--- src/hw/rtl/csm_pkg.sv ---
package csm_pkg;

	localparam int CSM_NUM_STRIPS   = 4;
	localparam int CSM_CHANNEL_W    = 2;
	localparam int CSM_CH_STRIPS    = 2 ** CSM_CHANNEL_W;
	localparam int CSM_POTS_PER_STRIP = 4;
	localparam int CSM_POT_SEL_W    = 2;
	localparam int CSM_POT_KEY_W    = CSM_CHANNEL_W + CSM_POT_SEL_W;
	localparam int CSM_CC_W         = 7;
	localparam int CSM_ADC_W        = 12;
	localparam int CSM_ENC_W        = 16;
	localparam int CSM_REG_IDX_W    = 3;

	// request kinds
	localparam logic REQ_SAMPLE = 1'b0;
	localparam logic REQ_POLL   = 1'b1;

	// multiplexer addresses
	localparam logic [2:0] ADDR_FADER = 3'd0;
	localparam logic [2:0] ADDR_POT0  = 3'd1;
	localparam logic [2:0] ADDR_POT3  = 3'd2;
	localparam logic [2:0] ADDR_POT2  = 3'd3;
	localparam logic [2:0] ADDR_POT1  = 3'd4;
	localparam logic [2:0] ADDR_MUTE  = 3'd5;

	// controller values
	localparam logic [CSM_CC_W-1:0] CC_ON   = 7'd127;
	localparam logic [CSM_CC_W-1:0] CC_OFF  = 7'd0;
	localparam logic [CSM_CC_W-1:0] CC_UP   = 7'd1;
	localparam logic [CSM_CC_W-1:0] CC_DOWN = 7'd127;

	// register reset values
	localparam logic [CSM_ADC_W-1:0] RST_MUTE_THRESHOLD = 12'd500;
	localparam logic [CSM_CC_W-1:0]  RST_FADER_BASE     = 7'd10;
	localparam logic [CSM_CC_W-1:0]  RST_POT_BASE       = 7'd20;
	localparam logic [CSM_CC_W-1:0]  RST_MUTE_BASE      = 7'd60;
	localparam logic [CSM_CC_W-1:0]  RST_ENCODER_CC     = 7'd70;
	localparam logic [CSM_CC_W-1:0]  RST_BUTTON_CC      = 7'd71;

	typedef enum logic [CSM_REG_IDX_W-1:0] {
		REG_MUTE_THRESHOLD = 3'd0,
		REG_FADER_CC_BASE  = 3'd1,
		REG_POT_CC_BASE    = 3'd2,
		REG_MUTE_CC_BASE   = 3'd3,
		REG_ENCODER_CC     = 3'd4,
		REG_BUTTON_CC      = 3'd5
	} reg_idx_t;

	typedef struct packed {
		logic [CSM_ADC_W-1:0] mute_threshold;
		logic [CSM_CC_W-1:0]  fader_cc_base;
		logic [CSM_CC_W-1:0]  pot_cc_base;
		logic [CSM_CC_W-1:0]  mute_cc_base;
		logic [CSM_CC_W-1:0]  encoder_cc;
		logic [CSM_CC_W-1:0]  button_cc;
	} cfg_t;

	typedef struct packed {
		logic                        req_type;
		logic [2:0]                  mux_address;
		logic [CSM_CHANNEL_W-1:0]    channel;
		logic [CSM_ADC_W-1:0]        adc_value;
		logic signed [CSM_ENC_W-1:0] encoder_count;
		logic                        button_pressed;
	} item_t;

	typedef struct packed {
		logic [CSM_CC_W-1:0] cc_number;
		logic [CSM_CC_W-1:0] cc_value;
		logic                last_of_run;
	} msg_t;

	typedef struct packed {
		logic [1:0] count;
		msg_t       m0;
		msg_t       m1;
	} eval_t;

	// pot position within a strip from its multiplexer address
	function automatic logic [CSM_POT_SEL_W-1:0] pot_of_addr(input logic [2:0] addr);
		logic [CSM_POT_SEL_W-1:0] p;
		case (addr)
			ADDR_POT0: p = 2'd0;
			ADDR_POT1: p = 2'd1;
			ADDR_POT2: p = 2'd2;
			default:   p = 2'd3;
		endcase
		return p;
	endfunction

endpackage

--- src/hw/rtl/csm_if.sv ---
interface csm_item_if;
	logic        valid;
	logic        ready;
	logic        req_type;
	logic [2:0]  mux_address;
	logic [1:0]  channel;
	logic [11:0] adc_value;
	logic signed [15:0] encoder_count;
	logic        button_pressed;

	modport source(output valid, req_type, mux_address, channel, adc_value,
		encoder_count, button_pressed, input ready);
	modport sink(input valid, req_type, mux_address, channel, adc_value,
		encoder_count, button_pressed, output ready);
endinterface

interface csm_msg_if;
	logic       valid;
	logic       ready;
	logic [6:0] cc_number;
	logic [6:0] cc_value;
	logic       last_of_run;

	modport source(output valid, cc_number, cc_value, last_of_run, input ready);
	modport sink(input valid, cc_number, cc_value, last_of_run, output ready);
endinterface

interface csm_cfg_if;
	logic        valid;
	logic        ready;
	logic [2:0]  index;
	logic [11:0] data;

	modport source(output valid, index, data, input ready);
	modport sink(input valid, index, data, output ready);
endinterface

--- src/hw/rtl/control_scan_to_midi_cc.sv ---
// channel | dir | handshake     | payload
// item    | in  | valid/ready   | req_type, mux_address, channel, adc_value,
//         |     |               | encoder_count, button_pressed
// msg     | out | valid/ready   | cc_number, cc_value, last_of_run
// cfg     | in  | valid/ready   | index (3), data (12); ready is always high
//
// One request a cycle is taken while msg is not stalled. A request waits in
// the input register, where the stored control values are compared and the
// messages built, then moves into a two-slot message buffer. A request that
// yields two messages (encoder step plus button) holds the output until both
// are sent, so the sustained rate is one request a cycle while each makes at
// most one message and msg is not stalled, else set by the single output port.
// Reset clears the control values, mute bits, encoder position and all
// valid flags at once and loads the register defaults. A stall on msg
// holds the buffer, then the input register, then item.ready.
module control_scan_to_midi_cc import csm_pkg::*; #(
	parameter int NUM_STRIPS = CSM_NUM_STRIPS
) (
	input  logic clk,
	input  logic arst_n,
	csm_item_if.sink  item,
	csm_msg_if.source msg,
	csm_cfg_if.sink   cfg
);

	cfg_t  regs;
	eval_t res;
	item_t item_s1;
	logic  s1_valid_q;
	logic  s1_adv;
	logic  buf_free;
	logic  in_take;

	// configuration registers
	csm_cfg u_cfg (
		.clk    (clk),
		.arst_n (arst_n),
		.cfg    (cfg),
		.regs   (regs)
	);

	// input register: advance when the buffer can take this request's messages
	assign s1_adv     = s1_valid_q && buf_free;
	assign item.ready = !s1_valid_q || s1_adv;
	assign in_take    = item.valid && item.ready;

	always_ff @(posedge clk or negedge arst_n) begin
		if (!arst_n)
			s1_valid_q <= 1'b0;
		else if (in_take)
			s1_valid_q <= 1'b1;
		else if (s1_adv)
			s1_valid_q <= 1'b0;
	end

	always_ff @(posedge clk) begin
		if (in_take) begin
			item_s1.req_type       <= item.req_type;
			item_s1.mux_address    <= item.mux_address;
			item_s1.channel        <= item.channel;
			item_s1.adc_value      <= item.adc_value;
			item_s1.encoder_count  <= item.encoder_count;
			item_s1.button_pressed <= item.button_pressed;
		end
	end

	// compare against stored state; state updates as the request leaves
	csm_state #(
		.NUM_STRIPS (NUM_STRIPS)
	) u_state (
		.clk    (clk),
		.arst_n (arst_n),
		.item   (item_s1),
		.regs   (regs),
		.commit (s1_adv),
		.res    (res)
	);

	// message buffer drains one message a cycle while msg.ready is high
	csm_obuf u_obuf (
		.clk      (clk),
		.arst_n   (arst_n),
		.commit   (s1_adv),
		.res      (res),
		.buf_free (buf_free),
		.msg      (msg)
	);

	// a stalled request keeps its payload
	a_s1_hold: assert property (@(posedge clk) disable iff (!arst_n)
		s1_valid_q && !s1_adv |=> s1_valid_q && $stable(item_s1))
		else $error("input register lost a stalled request");

	// a pair of messages comes out with the first marked as not last
	a_pair_first: assert property (@(posedge clk) disable iff (!arst_n)
		s1_adv && res.count == 2'd2 |=> msg.valid && !msg.last_of_run)
		else $error("first of a message pair missing or marked last");

	// the second of a pair is ready right after the first is taken
	a_pair_second: assert property (@(posedge clk) disable iff (!arst_n)
		msg.valid && msg.ready && !msg.last_of_run |=> msg.valid)
		else $error("second of a message pair missing");

endmodule

--- src/hw/rtl/csm_cfg.sv ---
module csm_cfg import csm_pkg::*; (
	input  logic clk,
	input  logic arst_n,
	csm_cfg_if.sink cfg,
	output cfg_t regs
);

	cfg_t regs_q;

	assign cfg.ready = 1'b1;
	assign regs      = regs_q;

	always_ff @(posedge clk or negedge arst_n) begin
		if (!arst_n) begin
			regs_q.mute_threshold <= RST_MUTE_THRESHOLD;
			regs_q.fader_cc_base  <= RST_FADER_BASE;
			regs_q.pot_cc_base    <= RST_POT_BASE;
			regs_q.mute_cc_base   <= RST_MUTE_BASE;
			regs_q.encoder_cc     <= RST_ENCODER_CC;
			regs_q.button_cc      <= RST_BUTTON_CC;
		end else if (cfg.valid) begin
			case (cfg.index)
				REG_MUTE_THRESHOLD: regs_q.mute_threshold <= cfg.data;
				REG_FADER_CC_BASE:  regs_q.fader_cc_base  <= cfg.data[CSM_CC_W-1:0];
				REG_POT_CC_BASE:    regs_q.pot_cc_base    <= cfg.data[CSM_CC_W-1:0];
				REG_MUTE_CC_BASE:   regs_q.mute_cc_base   <= cfg.data[CSM_CC_W-1:0];
				REG_ENCODER_CC:     regs_q.encoder_cc     <= cfg.data[CSM_CC_W-1:0];
				REG_BUTTON_CC:      regs_q.button_cc      <= cfg.data[CSM_CC_W-1:0];
				default: ;
			endcase
		end
	end

endmodule

--- src/hw/rtl/csm_state.sv ---
module csm_state import csm_pkg::*; #(
	parameter int NUM_STRIPS = CSM_NUM_STRIPS
) (
	input  logic  clk,
	input  logic  arst_n,
	input  item_t item,
	input  cfg_t  regs,
	input  logic  commit,
	output eval_t res
);

	// only strips the channel field can reach get storage
	localparam int STRIPS = (NUM_STRIPS < CSM_CH_STRIPS) ? NUM_STRIPS : CSM_CH_STRIPS;
	localparam int POTS   = STRIPS * CSM_POTS_PER_STRIP;

	logic [CSM_CC_W-1:0]  fader_q [STRIPS];
	logic [CSM_CC_W-1:0]  pot_q   [POTS];
	logic [STRIPS-1:0]    mute_q;
	logic signed [CSM_ENC_W-1:0] enc_last_q;

	logic                     ch_ok, analog;
	logic [CSM_POT_SEL_W-1:0] pot_sel;
	logic [CSM_POT_KEY_W-1:0] pot_key;
	logic [CSM_CC_W-1:0]      fader_cur, pot_cur, sample_v;
	logic [CSM_CC_W-1:0]      fader_num, pot_num, mute_num;
	logic                     mute_was, mute_now;
	logic                     fader_hit, pot_hit, mute_hit, enc_hit, btn_hit, enc_up;
	logic                     is_pot;
	msg_t                     enc_msg, btn_msg;

	assign analog   = (item.req_type == REQ_SAMPLE);
	assign ch_ok    = (32'(item.channel) < 32'(NUM_STRIPS));
	assign pot_sel  = pot_of_addr(item.mux_address);
	assign pot_key  = {item.channel, pot_sel};
	assign sample_v = item.adc_value[CSM_ADC_W-1 -: CSM_CC_W];
	assign mute_now = (item.adc_value < regs.mute_threshold);
	assign is_pot   = (item.mux_address >= ADDR_POT0) && (item.mux_address <= ADDR_POT1);

	assign fader_num = regs.fader_cc_base + CSM_CC_W'(item.channel);
	assign pot_num   = regs.pot_cc_base + CSM_CC_W'(pot_key);
	assign mute_num  = regs.mute_cc_base + CSM_CC_W'(item.channel);

	always_comb begin
		fader_cur = '0;
		mute_was  = 1'b0;
		for (int i = 0; i < STRIPS; i++) begin
			if (item.channel == CSM_CHANNEL_W'(i)) begin
				fader_cur = fader_q[i];
				mute_was  = mute_q[i];
			end
		end
		pot_cur = '0;
		for (int i = 0; i < POTS; i++) begin
			if (pot_key == CSM_POT_KEY_W'(i))
				pot_cur = pot_q[i];
		end
	end

	assign fader_hit = analog && ch_ok && (item.mux_address == ADDR_FADER)
		&& (fader_cur != sample_v);
	assign pot_hit   = analog && ch_ok && is_pot && (pot_cur != sample_v);
	assign mute_hit  = analog && ch_ok && (item.mux_address == ADDR_MUTE)
		&& (mute_now != mute_was);
	assign enc_hit   = !analog && (item.encoder_count != enc_last_q);
	assign enc_up    = (item.encoder_count > enc_last_q);
	assign btn_hit   = !analog && item.button_pressed;

	always_comb begin
		enc_msg = '{cc_number: regs.encoder_cc, cc_value: enc_up ? CC_UP : CC_DOWN,
			last_of_run: !btn_hit};
		btn_msg = '{cc_number: regs.button_cc, cc_value: CC_ON, last_of_run: 1'b1};
		res = '0;
		if (fader_hit) begin
			res.count = 2'd1;
			res.m0    = '{cc_number: fader_num, cc_value: sample_v, last_of_run: 1'b1};
		end else if (pot_hit) begin
			res.count = 2'd1;
			res.m0    = '{cc_number: pot_num, cc_value: sample_v, last_of_run: 1'b1};
		end else if (mute_hit) begin
			res.count = 2'd1;
			res.m0    = '{cc_number: mute_num, cc_value: mute_now ? CC_ON : CC_OFF,
				last_of_run: 1'b1};
		end else if (enc_hit) begin
			res.count = btn_hit ? 2'd2 : 2'd1;
			res.m0    = enc_msg;
			res.m1    = btn_msg;
		end else if (btn_hit) begin
			res.count = 2'd1;
			res.m0    = btn_msg;
		end
	end

	always_ff @(posedge clk or negedge arst_n) begin
		if (!arst_n) begin
			for (int i = 0; i < STRIPS; i++)
				fader_q[i] <= '0;
			for (int i = 0; i < POTS; i++)
				pot_q[i] <= '0;
			mute_q     <= '0;
			enc_last_q <= '0;
		end else if (commit) begin
			for (int i = 0; i < STRIPS; i++) begin
				if (item.channel == CSM_CHANNEL_W'(i)) begin
					if (fader_hit)
						fader_q[i] <= sample_v;
					if (mute_hit)
						mute_q[i] <= mute_now;
				end
			end
			for (int i = 0; i < POTS; i++) begin
				if (pot_hit && pot_key == CSM_POT_KEY_W'(i))
					pot_q[i] <= sample_v;
			end
			if (enc_hit)
				enc_last_q <= item.encoder_count;
		end
	end

endmodule

--- src/hw/rtl/csm_obuf.sv ---
module csm_obuf import csm_pkg::*; (
	input  logic  clk,
	input  logic  arst_n,
	input  logic  commit,
	input  eval_t res,
	output logic  buf_free,
	csm_msg_if.source msg
);

	msg_t       slot0_q, slot1_q;
	logic [1:0] cnt_q;
	logic       take;

	assign msg.valid       = (cnt_q != 2'd0);
	assign msg.cc_number   = slot0_q.cc_number;
	assign msg.cc_value    = slot0_q.cc_value;
	assign msg.last_of_run = slot0_q.last_of_run;

	assign take     = msg.valid && msg.ready;
	assign buf_free = (cnt_q == 2'd0) || ((cnt_q == 2'd1) && take);

	always_ff @(posedge clk or negedge arst_n) begin
		if (!arst_n)
			cnt_q <= 2'd0;
		else if (commit)
			cnt_q <= res.count;
		else if (take)
			cnt_q <= cnt_q - 2'd1;
	end

	always_ff @(posedge clk) begin
		if (commit) begin
			slot0_q <= res.m0;
			slot1_q <= res.m1;
		end else if (take && cnt_q == 2'd2) begin
			slot0_q <= slot1_q;
		end
	end

endmodule

--- src/flat_wrapper.sv ---
// flat-port wrapper written by rule: the top's interface ports become plain ports
module control_scan_to_midi_cc_flat import csm_pkg::*;
#(
	parameter int NUM_STRIPS = CSM_NUM_STRIPS
)
  (clk, arst_n, item_valid, item_req_type, item_mux_address, item_channel, item_adc_value, item_encoder_count, item_button_pressed, item_ready, msg_valid, msg_cc_number, msg_cc_value, msg_last_of_run, msg_ready, cfg_valid, cfg_index, cfg_data, cfg_ready);
  csm_item_if item_i ();
  csm_msg_if msg_i ();
  csm_cfg_if cfg_i ();
  input  logic clk;
  input  logic arst_n;
  input wire logic [$bits(item_i.valid)-1:0] item_valid;
  input wire logic [$bits(item_i.req_type)-1:0] item_req_type;
  input wire logic [$bits(item_i.mux_address)-1:0] item_mux_address;
  input wire logic [$bits(item_i.channel)-1:0] item_channel;
  input wire logic [$bits(item_i.adc_value)-1:0] item_adc_value;
  input wire logic [$bits(item_i.encoder_count)-1:0] item_encoder_count;
  input wire logic [$bits(item_i.button_pressed)-1:0] item_button_pressed;
  output wire logic [$bits(item_i.ready)-1:0] item_ready;
  output wire logic [$bits(msg_i.valid)-1:0] msg_valid;
  output wire logic [$bits(msg_i.cc_number)-1:0] msg_cc_number;
  output wire logic [$bits(msg_i.cc_value)-1:0] msg_cc_value;
  output wire logic [$bits(msg_i.last_of_run)-1:0] msg_last_of_run;
  input wire logic [$bits(msg_i.ready)-1:0] msg_ready;
  input wire logic [$bits(cfg_i.valid)-1:0] cfg_valid;
  input wire logic [$bits(cfg_i.index)-1:0] cfg_index;
  input wire logic [$bits(cfg_i.data)-1:0] cfg_data;
  output wire logic [$bits(cfg_i.ready)-1:0] cfg_ready;
  assign item_i.valid = item_valid;
  assign item_i.req_type = item_req_type;
  assign item_i.mux_address = item_mux_address;
  assign item_i.channel = item_channel;
  assign item_i.adc_value = item_adc_value;
  assign item_i.encoder_count = item_encoder_count;
  assign item_i.button_pressed = item_button_pressed;
  assign item_ready = item_i.ready;
  assign msg_valid = msg_i.valid;
  assign msg_cc_number = msg_i.cc_number;
  assign msg_cc_value = msg_i.cc_value;
  assign msg_last_of_run = msg_i.last_of_run;
  assign msg_i.ready = msg_ready;
  assign cfg_i.valid = cfg_valid;
  assign cfg_i.index = cfg_index;
  assign cfg_i.data = cfg_data;
  assign cfg_ready = cfg_i.ready;
  control_scan_to_midi_cc #(.NUM_STRIPS(NUM_STRIPS)) u_core (.clk(clk), .arst_n(arst_n), .item(item_i), .msg(msg_i), .cfg(cfg_i));
endmodule
--- config.mk ---
export PLATFORM = sky130hd
export DESIGN_NAME = control_scan_to_midi_cc_flat
export DESIGN_NICKNAME = d
export VERILOG_FILES = /design/src/hw/rtl/csm_pkg.sv /design/src/hw/rtl/csm_if.sv /design/src/hw/rtl/control_scan_to_midi_cc.sv /design/src/hw/rtl/csm_cfg.sv /design/src/hw/rtl/csm_state.sv /design/src/hw/rtl/csm_obuf.sv /design/src/flat_wrapper.sv
export SDC_FILE = /design/constraint.sdc
export NUM_CORES = 1
export LEC_CHECK = 0
export ABC_AREA = 1
export BUFFER_PORTS_ARGS = -buffer_cell sky130_fd_sc_hd__buf_2
export CAP_MARGIN = 20
export CORE_UTILIZATION = 39
export DETAILED_ROUTE_END_ITERATION = 10
export RECOVER_POWER = 50
export SKIP_LAST_GASP = 1
export SYNTH_ARGS = -nofsm -noshare
export SYNTH_HDL_FRONTEND = slang
export SYNTH_HIERARCHICAL = 1
export SYNTH_SLANG_ARGS = --single-unit
--- constraint.sdc ---
create_clock -name clk -period 7.6 [get_ports clk]
set_input_delay 1.52 -clock clk [delete_from_list [all_inputs] [get_ports clk]]
set_output_delay 1.52 -clock clk [all_outputs]
set_load 0.01 [all_outputs]
==> results.py <==
metrics = {
    "run_status": {
        "status": "finished, violations left",
        "violations": "max-capacitance violations, max-slew violations",
    },
    "synthesis": {
        "synthAdderAreaFrac": 0.0402,
        "synth_compound_area_frac": 0.0539,
        "synth_seq_cells": 275,
        "synth_area_leaders": "dfrtp_1 (34%), nand2_1 (17%), edfxtp_1 (14%)",
        "synth.distinct_cells": 43,
        "synth_area_leader_cell": "dfrtp_1",
        "synth_top_family_by_area": "simple AND/OR/NAND/NOR gates",
        "syn-num-nets": 1787,
        "synthMuxAreaShare": 0,
        "synth_area_per_cell_um2": 8.25,
        "yosysWarnings": 6,
        "netlist.area_leader.share": 0.339,
        "yosys.area_share.simple": 0.308,
        "syn-instance-count": 1689,
        "yosysSeqAreaShare": 0.519,
        "synth_area_um2": 13900,
        "synthXorXnorAreaFrac": 0.00880,
    },
    "clock_tree": {
        "cts.sink_count": 275,
        "h-tree-depth": 1,
        "cts_root_buffer": "clkbuf_16",
        "cts_resized": 0,
        "clock_latency_ps": 560,
        "clk_pin_slew_worst_paths_ps": 60,
        "cts_tree": "yes",
        "numCtsBuffers": 31,
        "cts.path.max_buffers": 3,
        "ctsHoldBuffers": 0,
        "cts_setup_buffers": 0,
    },
    "setup_path": {
        "start_kind": "input pin",
        "critPathMaxStageDelay_ps": 2360,
        "critical_path_arrival_ps": 5620,
        "required_ps": 7920,
        "cp_slowest_cell": "clkbuf_1",
        "cp_top_family": "buffers and inverters",
        "end_kind": "async pin",
        "path_class": "in -> async",
        "crit_buf_inv": 2,
        "path_cells": "clkbuf_1 -> clkbuf_2",
        "cp_num_cells": 2,
        "crit_path_max_fanout": 74,
        "worst-r2r-cell-count": 22,
    },
    "sta": {
        "timing.final.crit_share": 0.697,
        "relSlewSlack": -1.28,
        "rsz0062_at_grt": "no",
        "setup_ws_ps": 2300,
        "fin_tns_setup_ps": 0,
        "finClkSkew_ps": 7.17,
        "tightest_slew_ps": 3420,
        "setup_viol": 0,
        "finalMaxSlewViolations": 228,
        "period_minus_slack_ps": 5300,
        "final_hold_viol_count": 0,
        "fmax_mhz": 189,
    },
    "cells_and_area": {
        "mostFrequentLayoutCells": "nand2_1 (644), nand3_1 (192), dfrtp_1 (189), inv_1 (129), nor2_1 (80)",
        "diodes": 0,
        "nNetsFinal": 1836,
        "area.growth.synth_to_final_pct": 11.6,
        "drive_above_1_share": 0.104,
        "layout_commonest_cell": "nand2_1",
        "multi_input_area_um2": 5730,
        "seqCellArea_um2": 7230,
        "n_fill_cell": 3480,
        "fin_util": 0.446,
    },
    "drt": {
        "vias_per_cell": 5.08,
        "via_count": 11300,
        "antenna_left": 0,
        "drc": 0,
        "first_iter_violations": 934,
        "first_pass_iters": 7,
        "finalWirelength_um": 35300,
        "avgRoutedWirePerCell_um": 15.9,
    },
    "global_route": {
        "met2_usage": 0.312,
        "grtUsageTotal": 0.200,
        "met1_usage": 0.293,
        "grt_max_degree": 113,
        "grt_first_pass_wirelength_um": 57900,
        "antenna_found_initial": 0,
        "grtUsageMet3": 0.0283,
        "grt_busiest_layer": "met2",
        "grt_overflow_total": 0,
        "grt_pass1_vias": 10600,
    },
    "floorplan": {
        "die_area_um2": 36500,
        "fp-row-count": 68,
        "boundaryPins": 73,
        "initial_core_util": 0.400,
        "die_w_um": 191,
        "die-height_um": 191,
        "core_um2": 34900,
    },
    "pwr": {
        "power_mw": 5.41,
        "ir_worst_vdd_uv": 228,
        "leakagePower_nw": 7.78,
        "powerDensity_nw_per_um2": 348,
    },
    "min_path": {
        "hold_class": "reg -> reg",
        "worstHoldPathCells": 2,
    },
    "place": {
        "place_hpwl_um": 23700,
        "portBuffers": 71,
        "place_congestion": 0.891,
        "pre_cts_ws_ps": 2920,
    },
    "job": {
        "cap_viol_max_count": 4,
    },
}
[final timing paths]
| check | startpoint | end | slack (ps) |
|---|---|---|---|
| max in group clk | msg_ready | u_core/u_state/fader_q[22] | 2820 |
| setup reg to reg | u_core/item_s1[29] | u_core/u_obuf/msg.cc_number[2] | 2950 |
| setup / recovery | arst_n | u_core/u_state/pot_q[51] | 2300 |
| hold reg to reg | u_core/u_cfg/regs[37] | u_core/u_cfg/regs[37] | 460 |
| min in group asynchronous | arst_n | u_core/u_state/enc_last_q[0] | 2110 |
| hold / removal | u_core/u_cfg/regs[37] | u_core/u_cfg/regs[37] | 460 |
[layout make-up]
cell class,instances,area share
flip-flops and latches,275,0.465
multi-input cells,1197,0.369
clock buffers,35,0.0522
well taps,455,0.0366
inverters,142,0.0343
repair buffers,91,0.0331
clock inverters,22,0.0102
[metrics by stage]
step	hold slack [ps]	std cells	cell area [um2]
2_1_floorplan	436	1689	13900
3_3_place_gp	452	2158	14600
3_5_place_dp	458	2158	14600
4_1_cts	464	2215	15600
5_1_grt	481	2217	15600
6_report	462	2217	15600
[power breakdown]
| group | internal, mW | switching (mW) | total [mW] |
|---|---|---|---|
| Combinational | 0.547 | 1.09 | 1.64 |
| Sequential | 2.09 | 0.253 | 2.34 |
| Clock | 0.829 | 0.596 | 1.43 |
[Yosys cell counts]
library cell  instances
a2111oi_0             1
a211oi_1              1
a21boi_0              1
a21o_1                6
a21oi_1              40
a221oi_1             11
a31oi_1               4
buf_1                 9
buf_2                21
buf_4                11
buf_6                12
clkbuf_1             22
clkinv_1              1
conb_1                1
dfrtp_1             189
dfstp_2              21
edfxtp_1             65
fa_1                  3
ha_1                 40
inv_1               130
inv_2                11
nand2_1             641
nand2_2               6
nand2_4               1
nand3_1             192
nand3b_1              1
nand4_1              36
nor2_1               79
nor2_2                8
nor2_4                6
nor3_1               11
nor3b_1               1
o2111ai_1             1
o211ai_1              5
o21ai_0              52
o21bai_1              1
o221ai_1              1
o22ai_1               6
or2_0                10
or2_1                 3
or2_2                14
xnor2_1               6
xor2_1                8
[kinds of logic after synthesis]
logic type                 count (synthesis)
xor gates and xnor gates                  14
buffers and inverters                    217
other                                      1
adders and majority gates                 43
DFF                                      275
and+or+nand+nor                         1009
AOI/OAI and AO/OA                        130
[registers in the layout, indices dropped and copies added, names as in the netlist]
name / count
u_core/u_state/mute_q: 4
u_core/u_state/enc_last_q: 16
u_core/u_obuf/slot1_q: 15
u_core/u_obuf/msg.last_of_run: 1
u_core/u_obuf/msg.cc_value: 7
u_core/u_obuf/msg.cc_number: 7
u_core/u_state/pot_q: 112
u_core/u_obuf/cnt_q: 2
u_core/item_s1: 35
u_core/u_cfg/regs: 47
u_core/s1_valid_q: 1
u_core/u_state/fader_q: 28
[layer usage]
metal / part of all wire / vias up / routed length, um
met5: 0 / - / 0
met4: 0.019 / 0 / 667
met3: 0.055 / 52 / 1950
met2: 0.45 / 301 / 15900
met1: 0.48 / 5339 / 16800
li1: - / 5570 / -
Note: power is estimated with default switching activity, not from simulation.
